**src/hdl/hsv_color_class_matcher_macros.svh**
```systemverilog
// ----------------------------------------------------------------------------
// hsv colour class matcher assertion macros
// shared concurrent assertion shorthands, clocked on clk_i, off during reset
// ----------------------------------------------------------------------------
`ifndef HSV_COLOR_CLASS_MATCHER_MACROS_SVH
`define HSV_COLOR_CLASS_MATCHER_MACROS_SVH

// same-cycle implication
`define HCM_ASSERT_NOW(lbl, pre, post, msg) \
  lbl: assert property (@(posedge clk_i) disable iff (!rst_ni) (pre) |-> (post)) \
    else $error(msg);

// next-cycle implication
`define HCM_ASSERT_NEXT(lbl, pre, post, msg) \
  lbl: assert property (@(posedge clk_i) disable iff (!rst_ni) (pre) |=> (post)) \
    else $error(msg);

`endif

```
**src/hdl/hcm_pkg.sv**
```systemverilog
// ----------------------------------------------------------------------------
// hsv colour class matcher package
// threshold register layout, class codes and fixed window constants
// ----------------------------------------------------------------------------
package hcm_pkg;

  localparam int unsigned ChanW    = 8;
  localparam int unsigned HueRegW  = 9;
  localparam int unsigned PctRegW  = 7;
  localparam int unsigned CfgIdxW  = 3;
  localparam int unsigned CfgDataW = 9;

  // register indexes
  localparam logic [CfgIdxW-1:0] CFG_BALL_HUE_MAX     = 3'd0;
  localparam logic [CfgIdxW-1:0] CFG_BALL_SAT_MIN_PCT = 3'd1;
  localparam logic [CfgIdxW-1:0] CFG_BALL_VAL_MIN     = 3'd2;
  localparam logic [CfgIdxW-1:0] CFG_BLUE_HUE_MIN     = 3'd3;
  localparam logic [CfgIdxW-1:0] CFG_BLUE_HUE_MAX     = 3'd4;
  localparam logic [CfgIdxW-1:0] CFG_BLUE_VAL_MAX     = 3'd5;
  localparam logic [CfgIdxW-1:0] CFG_YELLOW_HUE_MIN   = 3'd6;
  localparam logic [CfgIdxW-1:0] CFG_YELLOW_HUE_MAX   = 3'd7;

  // fixed goal windows
  localparam logic [3:0]       GOAL_SAT_NUM   = 4'd4;
  localparam logic [3:0]       GOAL_SAT_DEN   = 4'd10;
  localparam logic [6:0]       PCT_SCALE      = 7'd100;
  localparam logic [ChanW-1:0] BLUE_VAL_MIN   = 8'd20;
  localparam logic [ChanW-1:0] YELLOW_VAL_MIN = 8'd120;
  localparam logic [5:0]       SECTOR_DEG     = 6'd60;
  localparam logic [8:0]       FULL_TURN      = 9'd360;

  typedef enum logic [1:0] {
    CLS_BALL   = 2'd0,
    CLS_YELLOW = 2'd1,
    CLS_BLUE   = 2'd2
  } obj_class_e;

  typedef struct packed {
    logic [HueRegW-1:0] ball_hue_max;
    logic [PctRegW-1:0] ball_sat_min_pct;
    logic [ChanW-1:0]   ball_val_min;
    logic [HueRegW-1:0] blue_hue_min;
    logic [HueRegW-1:0] blue_hue_max;
    logic [ChanW-1:0]   blue_val_max;
    logic [HueRegW-1:0] yellow_hue_min;
    logic [HueRegW-1:0] yellow_hue_max;
  } cfg_t;

  localparam cfg_t CFG_RESET = '{
    ball_hue_max:     9'd35,
    ball_sat_min_pct: 7'd45,
    ball_val_min:     8'd65,
    blue_hue_min:     9'd186,
    blue_hue_max:     9'd240,
    blue_val_max:     8'd150,
    yellow_hue_min:   9'd45,
    yellow_hue_max:   9'd65
  };

endpackage

```
**src/hdl/hcm_cfg_regs.sv**
```systemverilog
// ----------------------------------------------------------------------------
// hcm threshold registers
// write-only bank of the eight class window thresholds
// ----------------------------------------------------------------------------
module hcm_cfg_regs (
  input  logic                          clk_i,
  input  logic                          rst_ni,
  input  logic                          cfg_we_i,
  input  logic [hcm_pkg::CfgIdxW-1:0]   cfg_idx_i,
  input  logic [hcm_pkg::CfgDataW-1:0]  cfg_data_i,
  output hcm_pkg::cfg_t                 cfg_o
);
  import hcm_pkg::*;

  cfg_t cfg_q;

  always_ff @(posedge clk_i or negedge rst_ni) begin
    if (!rst_ni) begin
      cfg_q <= CFG_RESET;
    end else if (cfg_we_i) begin
      unique case (cfg_idx_i)
        CFG_BALL_HUE_MAX:     cfg_q.ball_hue_max     <= cfg_data_i;
        CFG_BALL_SAT_MIN_PCT: cfg_q.ball_sat_min_pct <= cfg_data_i[PctRegW-1:0];
        CFG_BALL_VAL_MIN:     cfg_q.ball_val_min     <= cfg_data_i[ChanW-1:0];
        CFG_BLUE_HUE_MIN:     cfg_q.blue_hue_min     <= cfg_data_i;
        CFG_BLUE_HUE_MAX:     cfg_q.blue_hue_max     <= cfg_data_i;
        CFG_BLUE_VAL_MAX:     cfg_q.blue_val_max     <= cfg_data_i[ChanW-1:0];
        CFG_YELLOW_HUE_MIN:   cfg_q.yellow_hue_min   <= cfg_data_i;
        CFG_YELLOW_HUE_MAX:   cfg_q.yellow_hue_max   <= cfg_data_i;
        default:              cfg_q                  <= cfg_q;
      endcase
    end
  end

  assign cfg_o = cfg_q;

endmodule

```
**src/hdl/hcm_classify.sv**
```systemverilog
// ----------------------------------------------------------------------------
// hcm pixel classifier
// hue numerator, span and value of one pixel, tested against a class window
// by exact integer cross-multiplication
// ----------------------------------------------------------------------------
module hcm_classify (
  input  logic [hcm_pkg::ChanW-1:0] red_i,
  input  logic [hcm_pkg::ChanW-1:0] green_i,
  input  logic [hcm_pkg::ChanW-1:0] blue_i,
  input  logic [1:0]                cls_i,
  input  hcm_pkg::cfg_t             cfg_i,
  output logic                      match_o
);
  import hcm_pkg::*;

  logic [ChanW-1:0]   mx;
  logic [ChanW-1:0]   mn;
  logic [ChanW-1:0]   span;
  logic signed [11:0] sec;
  logic signed [17:0] hn_raw;
  logic [16:0]        span_turn;
  logic signed [17:0] hn_adj;
  logic [16:0]        hue;
  logic [HueRegW-1:0] hue_lo;
  logic [HueRegW-1:0] hue_hi;
  logic [16:0]        lo_prod;
  logic [16:0]        hi_prod;
  logic [14:0]        sat_lhs;
  logic [14:0]        sat_rhs;
  logic               val_ok;
  logic               cls_ok;
  logic               is_ball;

  always_comb begin
    mx = (red_i > green_i) ? red_i : green_i;
    if (blue_i > mx) mx = blue_i;
    mn = (red_i < green_i) ? red_i : green_i;
    if (blue_i < mn) mn = blue_i;
  end

  assign span = mx - mn;

  // six-sector hue numerator over span
  always_comb begin
    priority if (red_i >= green_i && red_i >= blue_i) begin
      sec = $signed({4'b0, green_i}) - $signed({4'b0, blue_i});
    end else if (green_i >= blue_i) begin
      sec = $signed({3'b0, span, 1'b0}) + $signed({4'b0, blue_i})
          - $signed({4'b0, red_i});
    end else begin
      sec = $signed({2'b0, span, 2'b0}) + $signed({4'b0, red_i})
          - $signed({4'b0, green_i});
    end
  end

  assign hn_raw    = $signed({{6{sec[11]}}, sec}) * $signed({12'b0, SECTOR_DEG});
  assign span_turn = 17'(span) * 17'(FULL_TURN);
  assign hn_adj    = hn_raw[17] ? (hn_raw + $signed({1'b0, span_turn})) : hn_raw;
  assign hue       = hn_adj[16:0];

  // per-class window selection
  always_comb begin
    hue_lo  = '0;
    hue_hi  = '0;
    val_ok  = 1'b0;
    cls_ok  = 1'b0;
    is_ball = 1'b0;
    unique case (cls_i)
      CLS_BALL: begin
        is_ball = 1'b1;
        hue_hi  = cfg_i.ball_hue_max;
        val_ok  = mx > cfg_i.ball_val_min;
        cls_ok  = 1'b1;
      end
      CLS_YELLOW: begin
        hue_lo = cfg_i.yellow_hue_min;
        hue_hi = cfg_i.yellow_hue_max;
        val_ok = mx > YELLOW_VAL_MIN;
        cls_ok = 1'b1;
      end
      CLS_BLUE: begin
        hue_lo = cfg_i.blue_hue_min;
        hue_hi = cfg_i.blue_hue_max;
        val_ok = (mx > BLUE_VAL_MIN) && (mx < cfg_i.blue_val_max);
        cls_ok = 1'b1;
      end
      default: begin
        cls_ok = 1'b0;
      end
    endcase
  end

  assign lo_prod = 17'(hue_lo) * 17'(span);
  assign hi_prod = 17'(hue_hi) * 17'(span);

  assign sat_lhs = is_ball ? (15'(span) * 15'(PCT_SCALE)) : (15'(span) * 15'(GOAL_SAT_DEN));
  assign sat_rhs = is_ball ? (15'(cfg_i.ball_sat_min_pct) * 15'(mx))
                           : (15'(mx) * 15'(GOAL_SAT_NUM));

  assign match_o = cls_ok && val_ok && (hue > lo_prod) && (hue < hi_prod)
                && (sat_lhs > sat_rhs);

endmodule

```
**src/hdl/hsv_color_class_matcher.sv**
```systemverilog
// ----------------------------------------------------------------------------
// hsv colour class matcher
// tests one rgb pixel against the hue, saturation and value window of a
// chosen object class (ball, yellow goal, blue goal)
//
//   channel  direction  handshake                signals
//   pixel    in         in_valid_i / in_stall_o  red_i green_i blue_i object_class_i
//   result   out        out_valid_o / out_stall_i  is_match_o
//   config   in         cfg_we_i (no back-pressure) cfg_idx_i cfg_data_i
//
// one pixel per cycle sustained while the result side does not stall; a result is
// offered once its pixel has passed the input register and the result register
// reset loads the default thresholds and empties both registers
// in_stall_o is raised only when both registers hold a pixel and the
// result side stalls
// ----------------------------------------------------------------------------
`include "hsv_color_class_matcher_macros.svh"

module hsv_color_class_matcher (
  input  logic                          clk_i,
  input  logic                          rst_ni,
  input  logic                          cfg_we_i,
  input  logic [hcm_pkg::CfgIdxW-1:0]   cfg_idx_i,
  input  logic [hcm_pkg::CfgDataW-1:0]  cfg_data_i,
  input  logic                          in_valid_i,
  output logic                          in_stall_o,
  input  logic [hcm_pkg::ChanW-1:0]     red_i,
  input  logic [hcm_pkg::ChanW-1:0]     green_i,
  input  logic [hcm_pkg::ChanW-1:0]     blue_i,
  input  logic [1:0]                    object_class_i,
  output logic                          out_valid_o,
  input  logic                          out_stall_i,
  output logic                          is_match_o
);
  import hcm_pkg::*;

  cfg_t             cfg;
  logic             in_vld_q;
  logic [ChanW-1:0] red_q;
  logic [ChanW-1:0] green_q;
  logic [ChanW-1:0] blue_q;
  logic [1:0]       cls_q;
  logic             out_vld_q;
  logic             match_q;
  logic             match_d;
  logic             res_free;
  logic             advance;
  logic             in_xfer;

  hcm_cfg_regs u_cfg_regs (
    .clk_i      (clk_i),
    .rst_ni     (rst_ni),
    .cfg_we_i   (cfg_we_i),
    .cfg_idx_i  (cfg_idx_i),
    .cfg_data_i (cfg_data_i),
    .cfg_o      (cfg)
  );

  hcm_classify u_classify (
    .red_i   (red_q),
    .green_i (green_q),
    .blue_i  (blue_q),
    .cls_i   (cls_q),
    .cfg_i   (cfg),
    .match_o (match_d)
  );

  assign res_free   = !out_vld_q || !out_stall_i;
  assign advance    = in_vld_q && res_free;
  assign in_stall_o = in_vld_q && !res_free;
  assign in_xfer    = in_valid_i && !in_stall_o;

  // input register
  always_ff @(posedge clk_i or negedge rst_ni) begin
    if (!rst_ni) begin
      in_vld_q <= 1'b0;
    end else if (in_xfer) begin
      in_vld_q <= 1'b1;
    end else if (advance) begin
      in_vld_q <= 1'b0;
    end
  end

  always_ff @(posedge clk_i) begin
    if (in_xfer) begin
      red_q   <= red_i;
      green_q <= green_i;
      blue_q  <= blue_i;
      cls_q   <= object_class_i;
    end
  end

  // result register
  always_ff @(posedge clk_i or negedge rst_ni) begin
    if (!rst_ni) begin
      out_vld_q <= 1'b0;
    end else if (res_free) begin
      out_vld_q <= in_vld_q;
    end
  end

  always_ff @(posedge clk_i) begin
    if (advance) begin
      match_q <= match_d;
    end
  end

  assign out_valid_o = out_vld_q;
  assign is_match_o  = match_q;

  `HCM_ASSERT_NOW(a_stall_only_when_full, in_stall_o, in_vld_q && out_vld_q && out_stall_i, "input stalled while a register is free")
  `HCM_ASSERT_NEXT(a_pixel_reaches_result, advance, out_vld_q, "pixel lost between input and result register")
  `HCM_ASSERT_NEXT(a_held_pixel_kept, in_vld_q && !res_free, in_vld_q && $stable(red_q) && $stable(cls_q), "held pixel dropped or changed")
  `HCM_ASSERT_NEXT(a_black_never_matches, advance && red_q == '0 && green_q == '0 && blue_q == '0, !is_match_o, "black pixel reported as a match")

endmodule
```
**config.mk**
```make
export PLATFORM = sky130hd
export DESIGN_NAME = hsv_color_class_matcher
export DESIGN_NICKNAME = d
export VERILOG_FILES = /design/src/hdl/hcm_pkg.sv /design/src/hdl/hcm_cfg_regs.sv /design/src/hdl/hcm_classify.sv /design/src/hdl/hsv_color_class_matcher.sv
export VERILOG_INCLUDE_DIRS = /design/src /design/src/hdl
export SDC_FILE = /design/constraint.sdc
export NUM_CORES = 1
export LEC_CHECK = 0
export BUFFER_PORTS_ARGS = -buffer_cell sky130_fd_sc_hd__buf_2
export CAP_MARGIN = 5
export CORE_MARGIN = 2
export CORE_UTILIZATION = 50
export CTS_CLUSTER_DIAMETER = 80
export CTS_CLUSTER_SIZE = 24
export DETAILED_ROUTE_END_ITERATION = 16
export HOLD_SLACK_MARGIN = 0.02
export PLACE_DENSITY = 0.65
export SKIP_CTS_REPAIR_TIMING = 1
export SYNTH_ARGS = -nofsm -noshare
export SYNTH_HDL_FRONTEND = slang
export SYNTH_SLANG_ARGS = --single-unit
```
**constraint.sdc**
```tcl
create_clock -name clk_i -period 31.9 [get_ports clk_i]
set_clock_uncertainty 0.15 [all_clocks]
set_input_delay 9.57 -clock clk_i [delete_from_list [all_inputs] [get_ports clk_i]]
set_output_delay 9.57 -clock clk_i [all_outputs]
set_load 0.05 [all_outputs]
```
* After elaboration in Yosys (flattened, before gate mapping)
Cells that the tools add are included.
** Cells by class
- $add $sub $neg :: 7
- Multiply operators :: 7
- Magnitude comparators :: 14
- Eq/ne operators :: 9
- Multiplexer cells :: 16
- Reduce and logical (&&, ||, !) cells :: 26
** Operators with widths (count)
- multiplier 9 x 8 -> 17 bit :: 2
- two-way mux 8 bit :: 4
- two-way mux 15 bit :: 2
- case mux 9 bit (3 select lines) :: 1
- greater-or-equal comparator 8 bit :: 3
- greater-than comparator 8 bit :: 3
- less-than comparator 8 bit :: 3
- two-way mux 12 bit :: 2
- subtractor 12 x 9 -> 12 bit :: 2
- case mux 9 bit (2 select lines) :: 1
- adder 17 bit :: 1
- greater-than comparator 17 bit :: 1
- less-than comparator 17 bit :: 1
- two-way mux 17 bit :: 1
- multiplier 12 x 5 -> 16 bit, second input constant :: 1
- AND reduction 2 bit :: 8
- greater-than comparator 15 bit :: 1
- multiplier 7 x 8 -> 15 bit :: 1
- multiplier 8 x 6 -> 14 bit, second input constant :: 1
- multiplier 8 x 5 -> 13 bit, second input constant :: 1
- equality test 3 bit, second input constant :: 4
- adder 10 x 8 -> 11 bit :: 1
- multiplier 8 x 3 -> 11 bit, second input constant :: 1
- adder 9 x 8 -> 10 bit :: 1
- other kinds (17) :: 32
** Word-level totals
- Flip-flop bits (word level) :: 97

* Depth between registers and ports, before layout
- Word-level depth :: 16
- Mapped depth :: 73

* Cells and area by module
From an unflattened synthesis, not the netlist that was laid out.
** Second synthesis, totals
- Cells, all modules :: 2031
- Area, all modules :: 18291.3 um^2
** Modules (own cells, without submodules)
- hcm_classify :: instances 1, cells an instance 1845, area an instance 14755.4 um^2
- hcm_cfg_regs :: instances 1, cells an instance 151, area an instance 2632.5 um^2
- hsv_color_class_matcher :: instances 1, cells an instance 35, area an instance 903.4 um^2

* Least setup slack after synthesis
OpenSTA, ideal clock, no wires.
- Kind :: input-to-output
- From :: input out_stall_i
- To :: output in_stall_o
- Arrival :: 10.009 ns
- Slack :: 12.171 ns
- Cell stages on the path :: 2
- Cell sequence :: nand3_1 -> inv_1
** On the way
- Word-level cells in the longest chain between the ends :: 4
** Ends and longest elaborated chain
- start: declaration :: line hsv_color_class_matcher.sv:32 : input logic out_stall_i,
- zero test 1 bit :: line hsv_color_class_matcher.sv:68 : assign res_free = !out_vld_q || !out_stall_i;
- logical OR 1 bit :: line hsv_color_class_matcher.sv:68
- zero test 1 bit :: line hsv_color_class_matcher.sv:70 : assign in_stall_o = in_vld_q && !res_free;
- logical AND 1 bit :: line hsv_color_class_matcher.sv:70
- end: declaration :: line hsv_color_class_matcher.sv:26 : output logic in_stall_o,
No other way between the ends.

* Final worst setup path
Same ends and word-level chain as after synthesis.

==> run_results.csv <==
group,metric,value,unit
final_layout,syn_to_final_growth,5.958,%
final_layout,postLayoutCoreUtil,0.5385,
synthesis,seq_area_frac_synth,0.1396,
status,status,"finished, final reports clean",
floorplanning,rows,70,
synthesis,synth-main-ff-cell,"dfrtp_1",
clock_network,cts_root_buf,"clkbuf_16",
final_layout,final_cells,2606,
critical_path,startpoint_type,"input port",
synthesis,synth_seq_cells,97,
timing,slew_headroom,0.1021,
timing,max_freq,50.49,MHz
job,max_cap_viol_count,0,
clock_network,cts_max_level,3,
detailed_routing,dr_total_vias,14600,
clock_network,insertion_delay,360,ps
clock_network,clock-sinks,97,
critical_path,rr_worst_depth,68,
critical_path,arrival,10080,ps
final_layout,nets,2669,
place,numPlacedInstances,2590,
clock_network,clk_pin_slew_worst_paths,70,ps
timing,setup_tns,0,ps
detailed_routing,routed_wl,44.95,mm
synthesis,synth_area,0.01861,mm2
floorplanning,fp.dieH,196.9,um
clock_network,cts_buffer_depth,2,
floorplanning,die_x,196.9,um
floorplanning,die_area,0.03877,mm2
place,io_buffers,45,
synthesis,synth.avg_cell_area,8.830,um2
synthesis,yosys_warnings,0,
global_route,gr-usage-all-layers,0.2371,
global_route,grt_max_degree,71,
global_route,grt_pass1_vias,14500,
critical_path,worst-path-max-fanout,3,
critical_path,required,22180,ps
place,place_area,0.01939,mm2
timing,rsz0062_at_grt,"no",
floorplanning,core,0.03661,mm2
detailed_routing,wl_per_cell,17.25,um
critical_path,crit_buf_inv,3,
timing,setup_viol,0,
clock_network,numCtsBuffers,9,
timing,worst_pin_slew,1344,ps
detailed_routing,first_pass_iters,5,
synthesis,synthArstFlopShare,0.7216,
floorplanning,pin_count,46,
synthesis,synth_cells,2107,
critical_path,cpLargestDelayFamily,"buffers and inverters",
final_layout,layout_commonest_cell,"ha_1",
detailed_routing,drc,0,
critical_path,path_cells,"buf_2 -> nand3_1 -> inv_1 -> buf_2",
global_route,grt_pass1_wl,73.28,mm
place,gp_congestion,0.9339,
timing,period_share,0.6208,
critical_path,cp-end-kind,"output port",
timing,hold_viol,0,
global_route,grt_overflow,0,
detailed_routing,antenna_left,0,
global_route,antenna_found_initial,0,
critical_path,worstSetupPathDepth,4,
detailed_routing,viasPerCell,5.603,
clock_network,cts_tree,"built",
floorplanning,start_util,0.5082,
synthesis,syn_nets,2643,
min_path,min_path_cells,1,
final_layout,final_layout_size_suffix_gt1_frac,0.1090,
critical_path,cpMostUsedCell,"buf_2",
detailed_routing,initialDrtViolationCount,868,
synthesis,synth_edf_count,27,
timing,slew_violations,0,
final_layout,design_area,0.01971,mm2
min_path,holdCritPathClass,"reg -> reg",
timing,min_period,19800,ps
critical_path,max_stage_delay,250,ps
critical_path,cp_slowest_cell,"buf_2",
final_layout,diodes,0,
critical_path,path_class,"in -> out",
place,post-dp-hpwl,36.90,mm
final_layout,final_cell_mix,"340 x ha_1, 331 x inv_1, 187 x nand2_1",
synthesis,synth_cell_types,90,
-- cells in the mapped netlist, drive strengths merged (7+ instances only) --
cell      n  area [um2]
a211oi   10       92.59
nor2b    31       193.9
o21ai    77       389.1
nor3     27       140.1
nand4    24       156.4
mux2     81       945.9
nand3    24       120.1
o21bai   36       270.3
a31oi     8       56.30
nand2b   24       150.1
mux2i    30       316.5
clkbuf   42       160.1
xor2     30       262.8
or3       7       43.79
dfrtp    42        1051
a21oi   124       635.6
nor2    135       519.3
nand2   187       701.9
a21o     43       322.8
fa      153        3063
inv     334        1254
ha      340        4254
xnor2    86       760.7
or2       7       43.80
and2     32       202.7
dfstp    28       735.7
a31o      7       61.31
buf      14       71.32
edfxtp   27       810.8
a21boi   13       97.59
a22o      7       61.31
-- registers in the layout (all words and copies together), names as in the netlist --
register / flops
blue_q: 8
cls_q: 2
green_q: 8
in_vld_q: 1
is_match_o: 1
out_valid_o: 1
red_q: 8
u_cfg_regs.cfg_o: 68
-- layout make-up --
type / instances / area, um2
Timing Repair Buffer: 71 / 420.4
Sequential cell: 97 / 2597
Clock buffer: 9 / 225.2
Inverter: 340 / 1276
Tap cell: 468 / 585.6
Clock inverter: 7 / 101.3
Multi-Input combinational cell: 1614 / 14510
Fill cell: 3416 / 16900
-- worst paths after layout --
kind	from	to	slack (ps)
min in group asynchronous	rst_ni	u_cfg_regs.cfg_o[2]	9250
setup reg to reg	red_q[0]	is_match_o	16350
hold reg to reg	in_vld_q	out_valid_o	330
max in group asynchronous	rst_ni	u_cfg_regs.cfg_o[56]	21790
hold / removal	in_vld_q	out_valid_o	330
setup / recovery	out_stall_i	in_stall_o	12100
-- per-stage QoR --
step,hold slack (ps),worst slack (ps)
4_1_cts,338.3,12080
2_1_floorplan,293.4,12170
6_report,334.1,12100
3_3_place_gp,317.1,12060
5_1_grt,364.9,12030
3_5_place_dp,316.0,12080
-- layer usage --
| layer | up-vias | global-route usage | routed length, um |
|---|---|---|---|
| met4 | 0 | 0.06015 | 890 |
| met3 | 59 | 0.01951 | 1958 |
| met2 | 337 | 0.4051 | 21580 |
| met5 | - | 0 | 0 |
| met1 | 7089 | 0.3252 | 20520 |
| li1 | 7117 | - | - |
-- cell families after synthesis --
| kind of cell | Yosys count | share of synthesized area |
|---|---|---|
| AO/OA/AOI/OAI | 369 | 0.1287 |
| XOR/XNOR | 117 | 0.05622 |
| adder cells (fa/ha/maj) | 496 | 0.3950 |
| buffers and inverters | 396 | 0.08104 |
| flip-flops | 97 | 0.1396 |
| multiplexers | 111 | 0.06785 |
| AND/OR/NAND/NOR | 521 | 0.1317 |
Power is left out: the tool's default activity adds up to more than one toggle a clock period on the data nets, which glitch-free logic cannot reach.
